## config.mk

```make
export PLATFORM = sky130hd
export DESIGN_NAME = sensor_status_property_parser
export DESIGN_NICKNAME = d
export VERILOG_FILES = /design/src/hw/rtl/sspp_pkg.sv /design/src/hw/rtl/sspp_front.sv /design/src/hw/rtl/sspp_queue.sv /design/src/hw/rtl/sspp_back.sv /design/src/hw/rtl/sensor_status_property_parser.sv
export SDC_FILE = /design/constraint.sdc
export NUM_CORES = 1
export LEC_CHECK = 0
export BUFFER_PORTS_ARGS = -buffer_cell sky130_fd_sc_hd__buf_4
export CAP_MARGIN = 40
export CORE_ASPECT_RATIO = 1.25
export CORE_MARGIN = 2
export CORE_UTILIZATION = 33
export CTS_CLUSTER_DIAMETER = 120
export CTS_CLUSTER_SIZE = 25
export DETAILED_ROUTE_END_ITERATION = 10
export SYNTH_ARGS = -nofsm -noshare
export SYNTH_HDL_FRONTEND = slang
export SYNTH_SLANG_ARGS = --single-unit
```

## constraint.sdc

```tcl
create_clock -name clk_i -period 14.1 [get_ports clk_i]
set_input_delay 2.82 -clock clk_i [delete_from_list [all_inputs] [get_ports clk_i]]
set_output_delay 2.82 -clock clk_i [all_outputs]
set_load 0.01 [all_outputs]
```

## src/hw/rtl/sspp_pkg.sv

```systemverilog
// sspp_pkg: shared types and constants of the sensor status property parser
// used by sspp_front, sspp_queue, sspp_back and the top level
package sspp_pkg;

  localparam int unsigned ByteW     = 8;
  localparam int unsigned IdW       = 11;
  localparam int unsigned LenW      = 5;
  localparam int unsigned ValueW    = 32;
  localparam int unsigned QueueDepth = 4;

  // header bit 0 marks format B
  localparam int unsigned FmtBBit   = 0;

  localparam logic RecProperty = 1'b0;
  localparam logic RecEnd      = 1'b1;

  typedef enum logic [1:0] {
    PH_HDR_LO = 2'd0,
    PH_HDR_HI = 2'd1,
    PH_VALUE  = 2'd2
  } phase_e;

  typedef enum logic [1:0] {
    END_CLEAN     = 2'd0,
    END_FORMAT_B  = 2'd1,
    END_TRUNCATED = 2'd2,
    END_LONE_BYTE = 2'd3
  } end_status_e;

  // one queue entry: what one accepted byte produced, a property and/or an end
  typedef struct packed {
    logic              has_prop;
    logic [IdW-1:0]    id;
    logic [LenW-1:0]   len;
    logic [ValueW-1:0] acc;
    logic              has_end;
    end_status_e       status;
  } entry_t;

endpackage

```

## src/hw/rtl/sspp_front.sv

```systemverilog
// sspp_front: byte parser, walks the property headers and value bytes
// and pushes one entry per byte that yields a record; uses sspp_pkg
module sspp_front import sspp_pkg::*; (
  input  logic             clk_i,
  input  logic             rst_ni,
  input  logic             in_valid_i,
  output logic             in_stall_o,
  input  logic [ByteW-1:0] payload_byte_i,
  input  logic             final_byte_i,
  input  logic             full_i,
  output logic             push_o,
  output entry_t           entry_o
);

  phase_e            phase_q, phase_d;
  logic              halted_q, halted_d;
  end_status_e       cause_q, cause_d;
  logic [ByteW-1:0]  hdr_lo_q, hdr_lo_d;
  logic [IdW-1:0]    id_q, id_d;
  logic [LenW-1:0]   len_q, len_d;
  logic [LenW-1:0]   seen_q, seen_d;
  logic [ValueW-1:0] acc_q, acc_d;

  logic              accept;
  logic [2*ByteW-1:0] hdr;
  logic              is_fmt_b;
  logic [LenW-1:0]   seen_inc;
  logic              val_done;

  assign accept     = in_valid_i & ~full_i;
  assign in_stall_o = full_i;
  assign hdr        = {payload_byte_i, hdr_lo_q};
  assign is_fmt_b   = hdr[FmtBBit];
  assign seen_inc   = seen_q + LenW'(1);
  assign val_done   = (seen_inc == len_q);

  // next state
  always_comb begin
    phase_d  = phase_q;
    halted_d = halted_q;
    cause_d  = cause_q;
    if (accept) begin
      if (halted_q) begin
        if (final_byte_i) begin
          halted_d = 1'b0;
          cause_d  = END_CLEAN;
          phase_d  = PH_HDR_LO;
        end
      end else begin
        unique case (phase_q)
          PH_HDR_HI: begin
            if (final_byte_i) begin
              phase_d = PH_HDR_LO;
            end else if (is_fmt_b) begin
              halted_d = 1'b1;
              cause_d  = END_FORMAT_B;
            end else begin
              phase_d = PH_VALUE;
            end
          end
          PH_VALUE: begin
            if (val_done || final_byte_i) begin
              phase_d = PH_HDR_LO;
            end
          end
          default: begin
            phase_d = final_byte_i ? PH_HDR_LO : PH_HDR_HI;
          end
        endcase
      end
    end
  end

  // header and value datapath
  always_comb begin
    hdr_lo_d = hdr_lo_q;
    id_d     = id_q;
    len_d    = len_q;
    seen_d   = seen_q;
    acc_d    = acc_q;
    if (accept && !halted_q) begin
      unique case (phase_q)
        PH_HDR_HI: begin
          id_d   = hdr[2*ByteW-1:5];
          len_d  = {1'b0, hdr[4:1]} + LenW'(1);
          seen_d = '0;
          acc_d  = '0;
        end
        PH_VALUE: begin
          // only the first four value bytes are kept
          if (seen_q[LenW-1:2] == '0) begin
            acc_d = acc_q | (ValueW'(payload_byte_i) << {seen_q[1:0], 3'b000});
          end
          seen_d = seen_inc;
        end
        default: begin
          hdr_lo_d = payload_byte_i;
        end
      endcase
    end
  end

  // queue entry
  always_comb begin
    push_o           = 1'b0;
    entry_o.has_prop = 1'b0;
    entry_o.id       = id_q;
    entry_o.len      = len_q;
    entry_o.acc      = acc_d;
    entry_o.has_end  = 1'b0;
    entry_o.status   = END_CLEAN;
    if (accept) begin
      if (halted_q) begin
        entry_o.has_end = final_byte_i;
        entry_o.status  = cause_q;
      end else begin
        unique case (phase_q)
          PH_HDR_HI: begin
            entry_o.has_end = final_byte_i;
            entry_o.status  = is_fmt_b ? END_FORMAT_B : END_TRUNCATED;
          end
          PH_VALUE: begin
            entry_o.has_prop = val_done;
            entry_o.has_end  = final_byte_i;
            entry_o.status   = val_done ? END_CLEAN : END_TRUNCATED;
          end
          default: begin
            entry_o.has_end = final_byte_i;
            entry_o.status  = END_LONE_BYTE;
          end
        endcase
      end
      push_o = entry_o.has_prop | entry_o.has_end;
    end
  end

  always_ff @(posedge clk_i or negedge rst_ni) begin
    if (!rst_ni) begin
      phase_q  <= PH_HDR_LO;
      halted_q <= 1'b0;
      cause_q  <= END_CLEAN;
      hdr_lo_q <= '0;
      id_q     <= '0;
      len_q    <= '0;
      seen_q   <= '0;
      acc_q    <= '0;
    end else begin
      phase_q  <= phase_d;
      halted_q <= halted_d;
      cause_q  <= cause_d;
      hdr_lo_q <= hdr_lo_d;
      id_q     <= id_d;
      len_q    <= len_d;
      seen_q   <= seen_d;
      acc_q    <= acc_d;
    end
  end

  a_push_not_full: assert property (@(posedge clk_i) disable iff (!rst_ni)
    push_o |-> !full_i)
    else $error("front pushed into a full queue");

  a_push_has_record: assert property (@(posedge clk_i) disable iff (!rst_ni)
    push_o |-> (entry_o.has_prop || entry_o.has_end))
    else $error("front pushed an empty entry");

  a_end_restarts: assert property (@(posedge clk_i) disable iff (!rst_ni)
    (push_o && entry_o.has_end) |=> (phase_q == PH_HDR_LO && !halted_q))
    else $error("parser did not restart after payload end");

endmodule

```

## src/hw/rtl/sspp_queue.sv

```systemverilog
// sspp_queue: small entry queue between parser front and record back end
// register file with read and write pointers; uses sspp_pkg
module sspp_queue import sspp_pkg::*; #(
  parameter int unsigned Depth = QueueDepth
) (
  input  logic   clk_i,
  input  logic   rst_ni,
  input  logic   push_i,
  input  entry_t entry_i,
  input  logic   pop_i,
  output entry_t head_o,
  output logic   full_o,
  output logic   empty_o
);

  localparam int unsigned PtrW = (Depth > 1) ? $clog2(Depth) : 1;
  localparam int unsigned CntW = $clog2(Depth + 1);
  localparam logic [PtrW-1:0] PtrMax = PtrW'(Depth - 1);
  localparam logic [CntW-1:0] CntFull = CntW'(Depth);

  entry_t          mem_q [Depth];
  logic [PtrW-1:0] wr_ptr_q, wr_ptr_d;
  logic [PtrW-1:0] rd_ptr_q, rd_ptr_d;
  logic [CntW-1:0] count_q, count_d;

  assign full_o  = (count_q == CntFull);
  assign empty_o = (count_q == '0);
  assign head_o  = mem_q[rd_ptr_q];

  always_comb begin
    wr_ptr_d = wr_ptr_q;
    rd_ptr_d = rd_ptr_q;
    count_d  = count_q;
    if (push_i) begin
      wr_ptr_d = (wr_ptr_q == PtrMax) ? '0 : wr_ptr_q + PtrW'(1);
    end
    if (pop_i) begin
      rd_ptr_d = (rd_ptr_q == PtrMax) ? '0 : rd_ptr_q + PtrW'(1);
    end
    if (push_i && !pop_i) begin
      count_d = count_q + CntW'(1);
    end else if (!push_i && pop_i) begin
      count_d = count_q - CntW'(1);
    end
  end

  always_ff @(posedge clk_i) begin
    if (push_i) begin
      mem_q[wr_ptr_q] <= entry_i;
    end
  end

  always_ff @(posedge clk_i or negedge rst_ni) begin
    if (!rst_ni) begin
      wr_ptr_q <= '0;
      rd_ptr_q <= '0;
      count_q  <= '0;
    end else begin
      wr_ptr_q <= wr_ptr_d;
      rd_ptr_q <= rd_ptr_d;
      count_q  <= count_d;
    end
  end

  a_no_underflow: assert property (@(posedge clk_i) disable iff (!rst_ni)
    pop_i |-> !empty_o)
    else $error("queue popped while empty");

  a_count_bound: assert property (@(posedge clk_i) disable iff (!rst_ni)
    count_q <= CntFull)
    else $error("queue count beyond depth");

  a_count_track: assert property (@(posedge clk_i) disable iff (!rst_ni)
    (push_i && !pop_i) |=> (count_q == $past(count_q) + CntW'(1)))
    else $error("queue count missed a push");

endmodule

```

## src/hw/rtl/sspp_back.sv

```systemverilog
// sspp_back: turns queue entries into output records, property first,
// end record after; holds the output register; uses sspp_pkg
module sspp_back import sspp_pkg::*; (
  input  logic                     clk_i,
  input  logic                     rst_ni,
  input  entry_t                   head_i,
  input  logic                     empty_i,
  output logic                     pop_o,
  output logic                     out_valid_o,
  input  logic                     out_stall_i,
  output logic                     record_kind_o,
  output logic [IdW-1:0]           property_id_o,
  output logic [LenW-1:0]          value_length_o,
  output logic [ValueW-1:0]        value_unsigned_o,
  output logic signed [ValueW-1:0] value_signed_o,
  output logic [1:0]               end_status_o
);

  logic              out_valid_q, out_valid_d;
  logic              prop_done_q, prop_done_d;
  logic              kind_q;
  logic [IdW-1:0]    id_q;
  logic [LenW-1:0]   len_q;
  logic [ValueW-1:0] vu_q, vs_q;
  logic [1:0]        status_q;

  logic              load;
  logic              take;
  logic              emit_end;
  logic [ValueW-1:0] vu, vs;

  assign load     = !out_valid_q || !out_stall_i;
  assign take     = load && !empty_i;
  assign emit_end = !head_i.has_prop || prop_done_q;
  assign pop_o    = take && (emit_end || !head_i.has_end);

  // value only for one, two or four byte lengths
  always_comb begin
    vu = '0;
    vs = '0;
    unique case (head_i.len)
      LenW'(1): begin
        vu = {24'b0, head_i.acc[7:0]};
        vs = {{24{head_i.acc[7]}}, head_i.acc[7:0]};
      end
      LenW'(2): begin
        vu = {16'b0, head_i.acc[15:0]};
        vs = {{16{head_i.acc[15]}}, head_i.acc[15:0]};
      end
      LenW'(4): begin
        vu = head_i.acc;
        vs = head_i.acc;
      end
      default: begin
        vu = '0;
        vs = '0;
      end
    endcase
  end

  always_comb begin
    out_valid_d = load ? !empty_i : out_valid_q;
    prop_done_d = prop_done_q;
    if (take) begin
      prop_done_d = !emit_end && head_i.has_end;
    end
  end

  always_ff @(posedge clk_i or negedge rst_ni) begin
    if (!rst_ni) begin
      out_valid_q <= 1'b0;
      prop_done_q <= 1'b0;
    end else begin
      out_valid_q <= out_valid_d;
      prop_done_q <= prop_done_d;
    end
  end

  always_ff @(posedge clk_i) begin
    if (take) begin
      if (emit_end) begin
        kind_q   <= RecEnd;
        id_q     <= '0;
        len_q    <= '0;
        vu_q     <= '0;
        vs_q     <= '0;
        status_q <= head_i.status;
      end else begin
        kind_q   <= RecProperty;
        id_q     <= head_i.id;
        len_q    <= head_i.len;
        vu_q     <= vu;
        vs_q     <= vs;
        status_q <= END_CLEAN;
      end
    end
  end

  assign out_valid_o      = out_valid_q;
  assign record_kind_o    = kind_q;
  assign property_id_o    = id_q;
  assign value_length_o   = len_q;
  assign value_unsigned_o = vu_q;
  assign value_signed_o   = $signed(vs_q);
  assign end_status_o     = status_q;

endmodule

```

## src/hw/rtl/sensor_status_property_parser.sv

```systemverilog
// Sensor status property parser (format A marshalled property ids).
// Input channel: one payload byte per word (payload_byte_i, final_byte_i),
// handshake in_valid_i / in_stall_o; a word moves when valid is high and
// stall is low. Output channel: one record per word, out_valid_o / out_stall_i.
// A property record carries id, length and the value read little-endian both
// zero- and sign-extended (lengths 1, 2 and 4 only); each payload end gives
// an end record with its status, after the property record if one is due.
// Throughput: one byte per cycle while the queue is not full. The parser front
// pushes an entry into a four-deep queue for each byte that yields records;
// the back end drains one record per cycle while out_stall_i is low. Each
// entry is written into the queue, then its records into the output register.
// in_stall_o is high only while the queue is full; it does not follow
// out_stall_i in the same cycle, and a stalled output record holds.
// Reset clears the parser to expect a header low byte and empties the queue.
// After every end record the parser restarts on the next payload.
module sensor_status_property_parser import sspp_pkg::*; #(
  parameter int unsigned Depth = QueueDepth
) (
  input  logic                     clk_i,
  input  logic                     rst_ni,
  input  logic                     in_valid_i,
  output logic                     in_stall_o,
  input  logic [ByteW-1:0]         payload_byte_i,
  input  logic                     final_byte_i,
  output logic                     out_valid_o,
  input  logic                     out_stall_i,
  output logic                     record_kind_o,
  output logic [IdW-1:0]           property_id_o,
  output logic [LenW-1:0]          value_length_o,
  output logic [ValueW-1:0]        value_unsigned_o,
  output logic signed [ValueW-1:0] value_signed_o,
  output logic [1:0]               end_status_o
);

  logic   push;
  logic   pop;
  logic   full;
  logic   empty;
  entry_t entry;
  entry_t head;

  sspp_front u_front (
    .clk_i          (clk_i),
    .rst_ni         (rst_ni),
    .in_valid_i     (in_valid_i),
    .in_stall_o     (in_stall_o),
    .payload_byte_i (payload_byte_i),
    .final_byte_i   (final_byte_i),
    .full_i         (full),
    .push_o         (push),
    .entry_o        (entry)
  );

  sspp_queue #(
    .Depth (Depth)
  ) u_queue (
    .clk_i   (clk_i),
    .rst_ni  (rst_ni),
    .push_i  (push),
    .entry_i (entry),
    .pop_i   (pop),
    .head_o  (head),
    .full_o  (full),
    .empty_o (empty)
  );

  sspp_back u_back (
    .clk_i            (clk_i),
    .rst_ni           (rst_ni),
    .head_i           (head),
    .empty_i          (empty),
    .pop_o            (pop),
    .out_valid_o      (out_valid_o),
    .out_stall_i      (out_stall_i),
    .record_kind_o    (record_kind_o),
    .property_id_o    (property_id_o),
    .value_length_o   (value_length_o),
    .value_unsigned_o (value_unsigned_o),
    .value_signed_o   (value_signed_o),
    .end_status_o     (end_status_o)
  );

endmodule
```

=== Word level (Yosys, flattened, before mapping) ===
Memory sizes are Yosys's and may differ from the RTL's.
Index checks and enable logic that the tools add are counted.

* Add/subtract/negate cells: 6
* Equal/unequal tests: 14
* Shift-type cells: 1
* Multiplexer cells: 40
* Bitwise operators: 5
* Reduce and logical (&&, ||, !) cells: 30

{| class="wikitable"
|+ Operator list
! operator !! number
|-
| $pmux 32 s3 || 2
|-
| $mux 32 || 2
|-
| $pmux 32 s2 || 1
|-
| $or 32x32->32 || 1
|-
| $shl 8x5->32 || 1
|-
| $mux 2 || 14
|-
| $mux 1 || 14
|-
| $mux 3 || 4
|-
| $pmux 5 s2 || 1
|-
| $logic_not 1->1 || 9
|-
| $pmux 2 s2 || 2
|-
| $eq 2x2->1 const B || 3
|-
| $logic_and 1x1->1 || 6
|-
| $logic_not 3->1 || 2
|-
| $reduce_and 2->1 || 3
|-
| $reduce_bool 2->1 || 3
|-
| $add 4x1->5 const B || 1
|-
| $add 5x1->5 const B || 1
|-
| $eq 5x1->1 const B || 1
|-
| $eq 5x2->1 const B || 1
|-
| $eq 5x3->1 const B || 1
|-
| $eq 5x5->1 || 1
|-
| $reduce_and 5->1 || 1
|-
| $add 2x1->2 const B || 2
|-
| other kinds (15) || 19
|}

* Register bits: 158
* RAM bits: 208
* Bits of input ports: 13
* Output and inout bits: 85
* Word-level logic and storage cells: 116
* Memories kept: 1

{| class="wikitable"
|+ Memory list
! memory !! depth !! bits a word !! read ports !! clocked after memory_dff !! write ports !! line !! source
|-
| u_queue.mem_q || 4 || 52 || 1 || 0 || 1 || sspp_queue.sv:21 || <nowiki>entry_t mem_q [Depth];</nowiki>
|}

=== Logic depth before layout (Yosys ltp) ===
* Word-level depth: 12
* Mapped depth: 12
* Gate-level depth less buffers: 11

=== Hierarchy ===
Synthesis repeated with hierarchy kept, for this count alone.

* Cells, all modules: 814
* Area total of the unflattened synthesis: 13972.2 um^2

{| class="wikitable"
|+ Modules (own cells, without submodules)
! module !! instances !! cells an instance !! area each (um^2) !! sequential area each (um^2)
|-
| sspp_queue || 1 || 308 || 7985.2 || 6421.2
|-
| sspp_back || 1 || 226 || 3181.8 || 2302.2
|-
| sspp_front || 1 || 280 || 2805.2 || 1626.6
|}

=== Worst setup path before layout ===
No wires, ideal clock.

* Kind: input to register
* Start point: input out_stall_i
* End point: register u_queue.count_q[1]
* Setup time: 125 ps
* Arrival: 8369 ps
* Setup slack: 5607 ps
* Cell stages on the path: 6
* Cell sequence: a21oi_1 o21ai_1 ha_1 inv_1 fa_1 mux2_2

* Cells in the longest elaborated chain, start to end: 7
* Elaborated cells between the ends (all ways): 9
* Those cells by class: mux: 1; reduce/logical: 8

{| class="wikitable"
|+ Ends and longest elaborated chain
! item !! line !! source
|-
| start, declared || sensor_status_property_parser.sv:26 || <nowiki>input logic out_stall_i,</nowiki>
|-
| $logic_not 1->1 || sspp_back.sv:32 || <nowiki>assign load = !out_valid_q || !out_stall_i;</nowiki>
|-
| $logic_or 1x1->1 || sspp_back.sv:32 ||
|-
| $logic_and 1x1->1 || sspp_back.sv:33 || <nowiki>assign take = load && !empty_i;</nowiki>
|-
| $logic_and 1x1->1 || sspp_back.sv:35 || <nowiki>assign pop_o = take && (emit_end || !head_i.has_end);</nowiki>
|-
| $logic_not 1->1 || sspp_queue.sv:40 || <nowiki>if (push_i && !pop_i) begin</nowiki>
|-
| $logic_and 1x1->1 || sspp_queue.sv:40 ||
|-
| $mux 3 || sspp_queue.sv:40 ||
|-
| net u_queue.count_d[1] || sspp_queue.sv:24 || <nowiki>logic [CntW-1:0] count_q, count_d;</nowiki>
|-
| end signal, assigned || sspp_queue.sv:61 || <nowiki>count_q <= count_d;</nowiki>
|-
| end, declared || sspp_queue.sv:24 ||
|}

The timed path passes the listed nets, and every way through them passes these cells.
A chain may end at the register's enable or synchronous reset.

=== Worst setup path after layout ===
* Start point: input in_valid_i
* End point: register u_queue.count_q[2]

* Cells in the longest elaborated chain, start to end: 5
* Elaborated cells between the ends (all ways): 7
* Those cells by class: mux: 2; bitwise: 1; reduce/logical: 4

{| class="wikitable"
|+ Ends and longest elaborated chain
! item !! line !! source
|-
| start, declared || sensor_status_property_parser.sv:21 || <nowiki>input logic in_valid_i,</nowiki>
|-
| $and 1x1->1 (*) || sspp_front.sv:30 || <nowiki>assign accept = in_valid_i & ~full_i;</nowiki>
|-
| $mux 1 (*) || sspp_front.sv:112 || <nowiki>if (accept) begin</nowiki>
|-
| net push || sensor_status_property_parser.sv:35 || <nowiki>logic push;</nowiki>
|-
| $logic_not 1->1 || sspp_queue.sv:42 || <nowiki>end else if (!push_i && pop_i) begin</nowiki>
|-
| $logic_and 1x1->1 || sspp_queue.sv:42 ||
|-
| $reduce_bool 2->1 (no source line) || - ||
|}

Mark *: on every way through the listed nets, which the timed path passes. The rest lies on a longest branch.

==> summary.txt <==
STA
-----------------------------------------------------------------------------------------------------
Setup Total Neg Slack ..................................................................         0 ps
Final setup violation count ............................................................            0
Shortest clock period the worst path allows after layout ...............................      4490 ps
Tightest slew margin relative to the limit .............................................        43.3%
Setup repair after global routing missed its margin ....................................           no
Fmax achieved ..........................................................................      223 MHz
Final worst-path setup slack ...........................................................      9610 ps
Tightest Pin Transition ................................................................       851 ps
Max-slew violation count ...............................................................            0
Post-route clock period utilization ....................................................        31.8%
Post-Route Skew ........................................................................      19.9 ps
Hold violation total from the final report .............................................            0

GRT
-----------------------------------------------------------------------------------------------------
Grt total ovfl .........................................................................            0
Total routing usage reported by global routing .........................................        12.4%
Most used routing layer in global routing ..............................................         met2
Pin count of the biggest net entering global routing ...................................           60
Number of global-route vias before repair ..............................................         6868
Global-route met1 utilization ..........................................................        15.7%
Initial antenna violation count ........................................................            0
Met3 Track Usage GR ....................................................................        1.31%
M2 GR Usage ............................................................................        22.6%
First-pass GRT wire length .............................................................     41500 um

SYNTH
-----------------------------------------------------------------------------------------------------
Ys Warns ...............................................................................            0
Synth Area in Compound Gates ...........................................................        4.41%
Largest family of logic cells by synthesized area ...................................... multiplexers
Synth Area in Simple Gates .............................................................        6.24%
Post-synth ARST share ..................................................................        20.7%
Post-synth top flop .................................................................... sky130_fd_sc_hd__edfxtp_1
Nets in the synthesized netlist ........................................................          784
Post-synth EDFFs .......................................................................          283
Number of distinct standard cells referenced by the synthesized netlist ................           48
Sequential fraction of the synthesis area ..............................................        74.9%
Gate Count Post-Synth ..................................................................          760
Synth Cell Area ........................................................................  0.0138 mm^2
Post-synthesis share of cell area spent on full adders, half adders and majority gates .        1.05%
Share of the synthesized netlist area taken by xor and xnor gates ......................       0.761%
Seq cells post-synth ...................................................................          357
Post-Synthesis Mean Instance Area ......................................................    18.2 um^2
Multiplexer share of the synthesized area ..............................................        10.6%

CELLS AND AREA
-----------------------------------------------------------------------------------------------------
Final std cell area, no fill ...........................................................  0.0158 mm^2
Synthesis-to-layout area growth ........................................................        14.1%
Total Nets Final .......................................................................          873
Count of antenna diodes in the layout ..................................................            0
Fraction of layout instances using a drive strength above 1 ............................        27.9%

HOLD PATH
-----------------------------------------------------------------------------------------------------
Number of stages on the worst hold path ................................................            1
Class of the most critical hold timing path ............................................      reg2reg
Hold Startpoint ........................................................................ u_queue.count_q[2]$_DFFE_PN0P_
Hold Crit Endpoint ..................................................................... u_queue.count_q[2]$_DFFE_PN0P_

DIE
-----------------------------------------------------------------------------------------------------
Die span in y ..........................................................................       233 um
Overall die width ......................................................................       187 um
Initial cell density of the core .......................................................        33.5%
Core ar. ...............................................................................  0.0412 mm^2
Number of top-level pins ...............................................................           98
Core Rows ..............................................................................           83
DIE AREA ...............................................................................  0.0435 mm^2

DETAILED ROUTING
-----------------------------------------------------------------------------------------------------
Post-detailed-route wirelength per cell ................................................      19.0 um
DR vias ................................................................................         6679
Initial DRT Pass Iterations ............................................................            4
Average vias per placed instance .......................................................         4.73
Number of DRC violations after detailed-routing iteration 0 ............................          391
Detailed Route WL ......................................................................     26800 um
Residual DRC ...........................................................................            0
Count of nets left with antenna violations after detail routing ........................            0

CRITICAL PATH
-----------------------------------------------------------------------------------------------------
Worst Path Buf+Inv .....................................................................            2
Stage delay of the slowest cell on the critical path ...................................       430 ps
Worst setup path category ..............................................................       in2reg
Critical path endpoint category ........................................................    flip-flop
Critical path arrival ..................................................................      4920 ps
Maximum fanout along the worst path ....................................................            7
Worst path required time ...............................................................     14530 ps
Length in cells of the worst reg-to-reg path ...........................................            8
Minimum setup slack among reg-to-reg paths .............................................     10920 ps
Worst reg2reg path startpoint .......................................................... u_queue.rd_ptr_q[0]$_DFFE_PN0P_
Crit path top cell by count ............................................................ sky130_fd_sc_hd__xor2_1
Cell at the slowest stage of the critical path ......................................... sky130_fd_sc_hd__fa_1
Kind of start point of the critical path ...............................................   input port
Endpoint of the worst register-to-register path ........................................ u_back.value_signed_o[31]$_SDFFCE_PN0P_
Largest delay share family, worst path .................................................  adder cells
Ordered list of cells on the worst path ................................................ buf_4, nor3b_2, nand2_1, o21ai_2, ha_1, inv_1, fa_1, xor2_1, nor2_1, xor2_1

CLOCK NETWORK
-----------------------------------------------------------------------------------------------------
Reg clk slew, reported paths ...........................................................        80 ps
Root Buffer Master ..................................................................... sky130_fd_sc_hd__clkbuf_16
Clock buffer depth .....................................................................            3
Number of buffers inserted by post-CTS setup repair ....................................            0
Sink count of the clock tree ...........................................................          357
Number of resized instances in the post-cts repair step ................................            0
Number of buffers inserted by hold repair at cts .......................................            0
Number of buffers created by CTS .......................................................           18
Number of H-tree levels ................................................................            1
Source-to-sink clock delay at the later pin of the worst-skew pair .....................       520 ps
CTS tree ...............................................................................          yes

PWR
-----------------------------------------------------------------------------------------------------
Fraction of power spent switching nets .................................................        30.2%
Power density over cell area ...........................................................  185 mW/mm^2
Sequential power share .................................................................        51.7%
Share of total power in combinational logic ............................................        28.5%
Leakage power summed over all cells ....................................................      5.66 nW
Max IR drop VDD ........................................................................    0.0783 mV
Internal Pwr Total .....................................................................    0.00204 W
Final Power ............................................................................    0.00292 W
Clock network power share ..............................................................        19.7%
Net switching power ....................................................................   0.000883 W

PLACE
-----------------------------------------------------------------------------------------------------
Port-buffer cells ......................................................................           97
Placement Cell Area ....................................................................  0.0152 mm^2
RD Place Congestion ....................................................................        0.724
Worst Setup Slack post-DPL .............................................................      9080 ps
Half-perimeter wire length of the detailed placement result ............................     16700 um

JOB
-----------------------------------------------------------------------------------------------------
Count of maximum capacitance violations ................................................            0

RUN STATUS
-----------------------------------------------------------------------------------------------------
Run status ............................................................................. finished clean

worst max-delay path by stage:
| stage | from | to | slack [ps] | cells past startpoint |
|---|---|---|---|---|
| floorplan | out_stall_i | u_queue.count_q[1]$_DFFE_PN0P_ | 5610 | 6 |
| global placement | in_valid_i | u_queue.mem_q[3][23]$_DFFE_PP_ | 9090 | 5 |
| detailed placement | in_valid_i | u_queue.count_q[2]$_DFFE_PN0P_ | 9080 | 10 |
| CTS | in_valid_i | u_queue.count_q[2]$_DFFE_PN0P_ | 9600 | 10 |
| global route | in_valid_i | u_queue.count_q[2]$_DFFE_PN0P_ | 9450 | 10 |
| finish | in_valid_i | u_queue.count_q[2]$_DFFE_PN0P_ | 9610 | 10 |
synth_stat cells (14+ instances only):
cell                       number  share of area [%]
sky130_fd_sc_hd__a21oi_1       34                1.2
sky130_fd_sc_hd__a22o_1        19                1.2
sky130_fd_sc_hd__and3_1        24                1.1
sky130_fd_sc_hd__buf_2         14               0.51
sky130_fd_sc_hd__clkbuf_1      14               0.38
sky130_fd_sc_hd__dfrtp_1       74                 13
sky130_fd_sc_hd__edfxtp_1     283                 62
sky130_fd_sc_hd__mux2_2        24                2.0
sky130_fd_sc_hd__mux4_2        52                8.5
sky130_fd_sc_hd__nand2_1       42                1.1
sky130_fd_sc_hd__nor2_1        28               0.76
sky130_fd_sc_hd__nor2b_1       28                1.3
layer usage:
layer	vias up	part of all wire [%]
met2	124	52
met1	3448	42
met4	0	1.8
met3	22	3.7
met5	-	0
li1	3085	-
flip-flops by register name (all words and copies together) (netlist names), 2 cells and up:
signal	cells
u_back.property_id_o	11
u_front.hdr_lo_q	8
u_front.len_q	5
u_front.phase_q	2
u_queue.rd_ptr_q	2
u_back.end_status_o	2
u_front.acc_q	32
u_queue.wr_ptr_q	2
u_queue.count_q	3
u_front.id_q	11
u_back.value_unsigned_o	24
u_back.value_length_o	5
u_queue.mem_q	208
u_front.seen_q	5
u_back.value_signed_o	32
power by group through the flow:
stage                     combinational [W]  clock [W]  sequential, W
after global placement             0.000803          0        0.00156
final                              0.000833   0.000577        0.00151
after CTS                          0.000859   0.000597        0.00152
after global routing               0.000911   0.000629        0.00154
after detailed placement           0.000857          0        0.00154
after floorplan                    0.000538          0        0.00154
logic make-up after synthesis:
kind of cell             after synthesis
flip-flops                           357
adder cells (fa/ha/maj)               11
XOR/XNOR                              12
AND/OR/NAND/NOR                      158
buffers and inverters                 54
AO/OA/AOI/OAI                         90
multiplexers                          78
metrics by stage:
stage | hold WS, ps | instances | utilization [%]
2_1_floorplan | 454 | 760 | -
3_3_place_gp | 477 | 1375 | 36.6
3_5_place_dp | 478 | 1381 | 36.9
4_1_cts | 486 | 1413 | 38.2
5_1_grt | 529 | 1413 | 38.2
6_report | 491 | 1413 | 38.2
layout make-up:
cell class,instances,area (um^2)
clock buffers,31,520
clock inverters,1,20.0
fillers,3734,25500
inverters,11,41.3
multi-input cells,349,3220
flip-flops and latches,357,10400
well taps,552,691
repair buffers,112,918
cells in the final DEF, fill, tap and decap left out, types with 24 or more instances in the layout:
| master | n |
|---|---|
| sky130_fd_sc_hd__nor2b_1 | 28 |
| sky130_fd_sc_hd__edfxtp_1 | 283 |
| sky130_fd_sc_hd__and3_1 | 24 |
| sky130_fd_sc_hd__mux2_2 | 24 |
| sky130_fd_sc_hd__dfrtp_1 | 72 |
| sky130_fd_sc_hd__nand2_1 | 42 |
| sky130_fd_sc_hd__mux4_2 | 52 |
| sky130_fd_sc_hd__buf_4 | 106 |
| sky130_fd_sc_hd__nor2_1 | 28 |
| sky130_fd_sc_hd__a21oi_1 | 33 |
Power figures use the tool's default switching activity.
